[src/sv/sem_pkg.sv]
// Shared constants for the Sobel edge magnitude block.
// Used by the channel interfaces, the square-root unit and the top level.
// No dependencies.
`default_nettype none

package sem_pkg;

   // payload widths
   localparam int PIX_W  = 8;
   localparam int SQ_W   = 2 * PIX_W + 1;
   localparam int ROOT_STEPS = PIX_W;

   // frame geometry
   localparam int MAX_WIDTH_DEFAULT = 1024;
   localparam int MIN_DIM           = 3;
   localparam int HEIGHT_LIMIT      = 4096;
   localparam int ROW_W             = 12;
   localparam int WIDTH_REG_W       = 11;
   localparam int HEIGHT_REG_W      = 13;

   // register reset values
   localparam logic [WIDTH_REG_W-1:0]  WIDTH_RESET  = 11'd640;
   localparam logic [HEIGHT_REG_W-1:0] HEIGHT_RESET = 13'd480;

   // configuration port
   localparam int CSR_IDX_W  = 1;
   localparam int CSR_DATA_W = HEIGHT_REG_W;
   localparam logic [CSR_IDX_W-1:0] CSR_IMAGE_WIDTH  = 1'd0;
   localparam logic [CSR_IDX_W-1:0] CSR_IMAGE_HEIGHT = 1'd1;

   localparam logic [PIX_W-1:0] PIX_MAX = 8'd255;

endpackage

`default_nettype wire

[src/sv/sem_isqrt.sv]
// Iterative integer square root, one result bit per cycle, saturated to 8 bits.
// Depends on sem_pkg for widths.
`default_nettype none

module sem_isqrt (
   input  wire logic                       clock,
   input  wire logic                       reset,
   input  wire logic                       start,
   input  wire logic [sem_pkg::SQ_W-1:0]   value,
   output logic                            done,
   output logic [sem_pkg::PIX_W-1:0]       root
);

   localparam int BIT_W = $clog2(sem_pkg::ROOT_STEPS);

   logic [sem_pkg::SQ_W-1:0]   val_ff;
   logic [sem_pkg::PIX_W-1:0]  root_ff, root_in;
   logic [BIT_W-1:0]           bit_ff;
   logic                       run_ff, done_ff;
   logic [sem_pkg::PIX_W-1:0]  trial;
   logic [2*sem_pkg::PIX_W-1:0] trial_sq;

   // test the next root bit against the operand
   always_comb begin
      trial    = root_ff | (sem_pkg::PIX_W'(1) << bit_ff);
      trial_sq = (2*sem_pkg::PIX_W)'(trial) * (2*sem_pkg::PIX_W)'(trial);
      root_in  = ({1'b0, trial_sq} <= val_ff) ? trial : root_ff;
   end

   // control: run for one step per root bit, then hold done until next start
   always_ff @(posedge clock) begin
      if (reset) begin
         run_ff  <= 1'b0;
         done_ff <= 1'b0;
      end else if (start) begin
         run_ff  <= 1'b1;
         done_ff <= 1'b0;
      end else if (run_ff && bit_ff == '0) begin
         run_ff  <= 1'b0;
         done_ff <= 1'b1;
      end
   end

   // datapath
   always_ff @(posedge clock) begin
      if (start) begin
         val_ff  <= value;
         root_ff <= '0;
         bit_ff  <= BIT_W'(sem_pkg::ROOT_STEPS - 1);
      end else if (run_ff) begin
         root_ff <= root_in;
         bit_ff  <= bit_ff - BIT_W'(1);
      end
   end

   // any operand of 2^16 or more has a root above the pixel range
   assign done = done_ff;
   assign root = val_ff[sem_pkg::SQ_W-1] ? sem_pkg::PIX_MAX : root_ff;

endmodule

`default_nettype wire

[config.mk]
export PLATFORM = sky130hd
export DESIGN_NAME = sem_isqrt
export DESIGN_NICKNAME = d
export VERILOG_FILES = /design/src/sv/sem_pkg.sv /design/src/sv/sem_isqrt.sv
export SDC_FILE = /design/constraint.sdc
export NUM_CORES = 1
export LEC_CHECK = 0
export ABC_AREA = 1
export BUFFER_PORTS_ARGS = -buffer_cell sky130_fd_sc_hd__buf_2
export CORE_MARGIN = 10
export CORE_UTILIZATION = 40
export CTS_BUF_LIST = sky130_fd_sc_hd__clkbuf_2 sky130_fd_sc_hd__clkbuf_4 sky130_fd_sc_hd__clkbuf_8
export DETAILED_ROUTE_END_ITERATION = 10
export HOLD_SLACK_MARGIN = 0.12
export REMOVE_ABC_BUFFERS = 1
export SETUP_SLACK_MARGIN = 0.05
export SYNTH_ARGS = -nofsm -noshare
export SYNTH_HDL_FRONTEND = slang
export SYNTH_SLANG_ARGS = --single-unit
[constraint.sdc]
create_clock -name clock -period 5.95 [get_ports clock]
set_input_delay 0.595 -clock clock [delete_from_list [all_inputs] [get_ports clock]]
set_output_delay 0.595 -clock clock [all_outputs]
set_load 0.02 [all_outputs]
==> impl_metrics.csv <==
group,metric,value,unit
grt,grt_pass1_wl,11400,um
routing,vias,2517,
clocking,cts_root_buf,"clkbuf_8",
critical_path,rr_worst_depth,26,
grt,grt_overflow_total,0,
finish,fin_cells,546,
floorplan,dieArea,12100,um2
finish,diodes,0,
critical_path,cp.arrival,5.62,ns
critical_path,critical_path_class,"reg2reg",
power,static-leakage-power,2.11,nW
timing,hold-worst-slack,0.475,ns
clocking,clkSinkCount,30,
placement,dp_cells,536,
floorplan,start_util,41.7,%
routing,remaining_drc_errors,0,
timing,post-route-period-util,91.7,%
routing,dr.pass1.iters,4,
grt,grt_max_degree,22,
routing,postRouteAntennaNets,0,
placement,gp_congestion,0.873,
finish,final_util,47.4,%
routing,routed_via_density,4.61,
logic_synthesis,yosysMostFrequentCell,"inv_1",
power,vdd_drop_max,154,uV
clocking,cts_max_level,2,
logic_synthesis,synth_warnings,0,
placement,dpl.hpwl,5530,um
timing,fmax,183,MHz
floorplan,core,7810,um2
logic_synthesis,synth_edf_count,17,
timing,fin_crit,5.46,ns
logic_synthesis,netlist_top_cells_count,"inv_1, nand2_1, ha_1",
critical_path,end_kind,"flop",
logic_synthesis,yosysSeqAreaShare,23.7,%
critical_path,crit_required,6.11,ns
finish,drive_gt1_share,16.4,%
floorplan,ios,29,
routing,routedWlPerCell,11.8,um
clocking,clk_latency,0.27,ns
critical_path,crit_path_start_kind,"flop",
timing,hold_violations,0,
run,drv_cap,0,
timing,rsz0062_at_grt,"false",
logic_synthesis,synthTopCellsByArea,"ha_1, edfxtp_1, fa_1, inv_1, nand2_1",
worst_hold_path,min_to,"bit_ff[0]",
logic_synthesis,synth_cell_types,32,
floorplan,rows,32,
logic_synthesis,synthCells,404,
placement,numPortBuffers,28,
clocking,clock_path_buffers,2,
critical_path,crit_path_max_fanout,8,
logic_synthesis,async_reset_ff_share,0,%
timing,finalSetupTns,0,ns
logic_synthesis,synth_top_area_share,18.1,%
critical_path,r2r-start,"bit_ff[1]",
timing,setup_slack,0.494,ns
clocking,numCtsBuffers,5,
critical_path,reg2reg_to,"root_ff[3]",
timing,clock_skew,0.00704,ns
routing,wl,6420,um
grt,antenna_found_initial,0,
grt,grt_usage,11.6,%
timing,drv_slew,0,
logic_synthesis,avgSynthCellArea,8.06,um2
critical_path,rrSetupSlack,0.49,ns
timing,setup_viol,0,
finish,syn2layout_area_growth,13.6,%
worst_hold_path,min_path_cells,1,
logic_synthesis,yosysTopAreaCell,"ha_1",
worst_hold_path,hold_class,"reg2reg",
power,power_density,147,nW/um2
worst_hold_path,min-delay-start,"bit_ff[0]",
logic_synthesis,ys_ff_latch,30,
placement,pre_cts_ws,0.169,ns
logic_synthesis,syn_area,3260,um2
floorplan,fp.dieW,110,um
floorplan,die_y,110,um
finish,final_nets,535,
routing,dr.first_iter.drc_count,96,
logic_synthesis,synth_top_flop_cell,"edfxtp_1",
outcome,status,"completed",
clocking,cts_tree,"built",
grt,first_global_vias,2663,
clocking,path_clk_slew,0.06,ns
==> where the power goes <==
group	switching (mW)	leakage, nW	internal (mW)
Sequential	0.00508	0.271	0.233
Clock	0.0697	0.0523	0.103
Combinational	0.0819	1.78	0.0520
==> metrics by stage <==
stage | total power [mW] | area, um2
after global placement | 0.369 | 3540
after floorplan | 0.333 | 3240
after detailed placement | 0.372 | 3540
after CTS | 0.549 | 3630
final | 0.545 | 3700
after global routing | 0.584 | 3700
==> layout by cell type, fill, tap and decap left out, drive strengths merged <==
cell	netlist	routed
xor2	7	7
a211oi	2	2
a21oi	31	31
nand2	89	89
conb	2	2
fa	25	25
o2111ai	1	1
nor3	2	2
buf	2	34
nand3	7	7
inv	112	112
clkinv	1	1
dfxtp	13	13
nand4	5	5
and3	1	1
xnor2	9	9
o21ai	13	13
clkbuf	0	8
nand3b	1	1
o31ai	1	1
edfxtp	17	17
nor2	16	16
ha	47	47
==> flip-flops by register name, indices dropped and copies added (netlist names) <==
name	flops
val_ff	17
root_ff	8
done	1
bit_ff	3
run_ff	1
==> layout make-up <==
| type | count | area (um2) |
|---|---|---|
| clock buffer | 8 | 97.6 |
| inverter | 113 | 427 |
| timing repair buffer | 34 | 185 |
| tap | 102 | 128 |
| fill | 783 | 4110 |
| multi-input combinational | 259 | 2090 |
| sequential | 30 | 773 |
==> cells by family after synthesis <==
| logic type | synth area share, % |
|---|---|
| flip-flops | 23.7 |
| buffers and inverters | 13.5 |
| adder cells (fa/ha/maj) | 33.4 |
| XOR/XNOR | 4.30 |
| other | 0.231 |
| AND/OR/NAND/NOR | 15.5 |
| AO/OA/AOI/OAI | 9.30 |
==> per-layer routing <==
layer	track usage, %	wire, um	up-vias	share of wire (%)
li1	-	-	1308	-
met1	14.5	2950	1177	46
met2	20.2	3250	26	51
met3	1.97	155	6	2.4
met4	2.75	59	0	0.92
met5	0	0	-	0
==> critical path, stage by stage, from the launching register on <==
cell	delay (ns)
dfxtp_1	0.38
inv_1	0.09
ha_1	0.21
a21oi_2	0.19
inv_2	0.13
nand2_1	0.08
inv_1	0.07
fa_1	0.51
fa_1	0.54
inv_1	0.06
fa_1	0.50
fa_1	0.55
inv_1	0.06
ha_4	0.25
nand2_1	0.11
nor2_2	0.06
a21oi_2	0.22
o21ai_2	0.09
xor2_1	0.18
ha_1	0.32
nand4_1	0.13
nor2_1	0.14
nand3b_1	0.10
nand3_1	0.10
nand2_2	0.08
nand2_4	0.10
a21oi_1	0.07
==> worst max-delay path by stage <==
stage	endpoint	cells past startpoint	from
finish	root_ff[3]	26	bit_ff[1]
global placement	root_ff[3]	26	bit_ff[0]
detailed placement	root_ff[3]	26	bit_ff[0]
global route	root_ff[3]	28	bit_ff[1]
CTS	root_ff[3]	26	bit_ff[0]
floorplan	root_ff[7]	28	bit_ff[0]
==> repair_timing <==
item | 4_1_cts | 5_1_grt
setup buffers | 0 | 2
hold buffers | 0 | 0
resized for setup | 0 | 18
endpoints found under the setup margin | 0 | 8
Note: power is estimated with default switching activity, not from simulation.
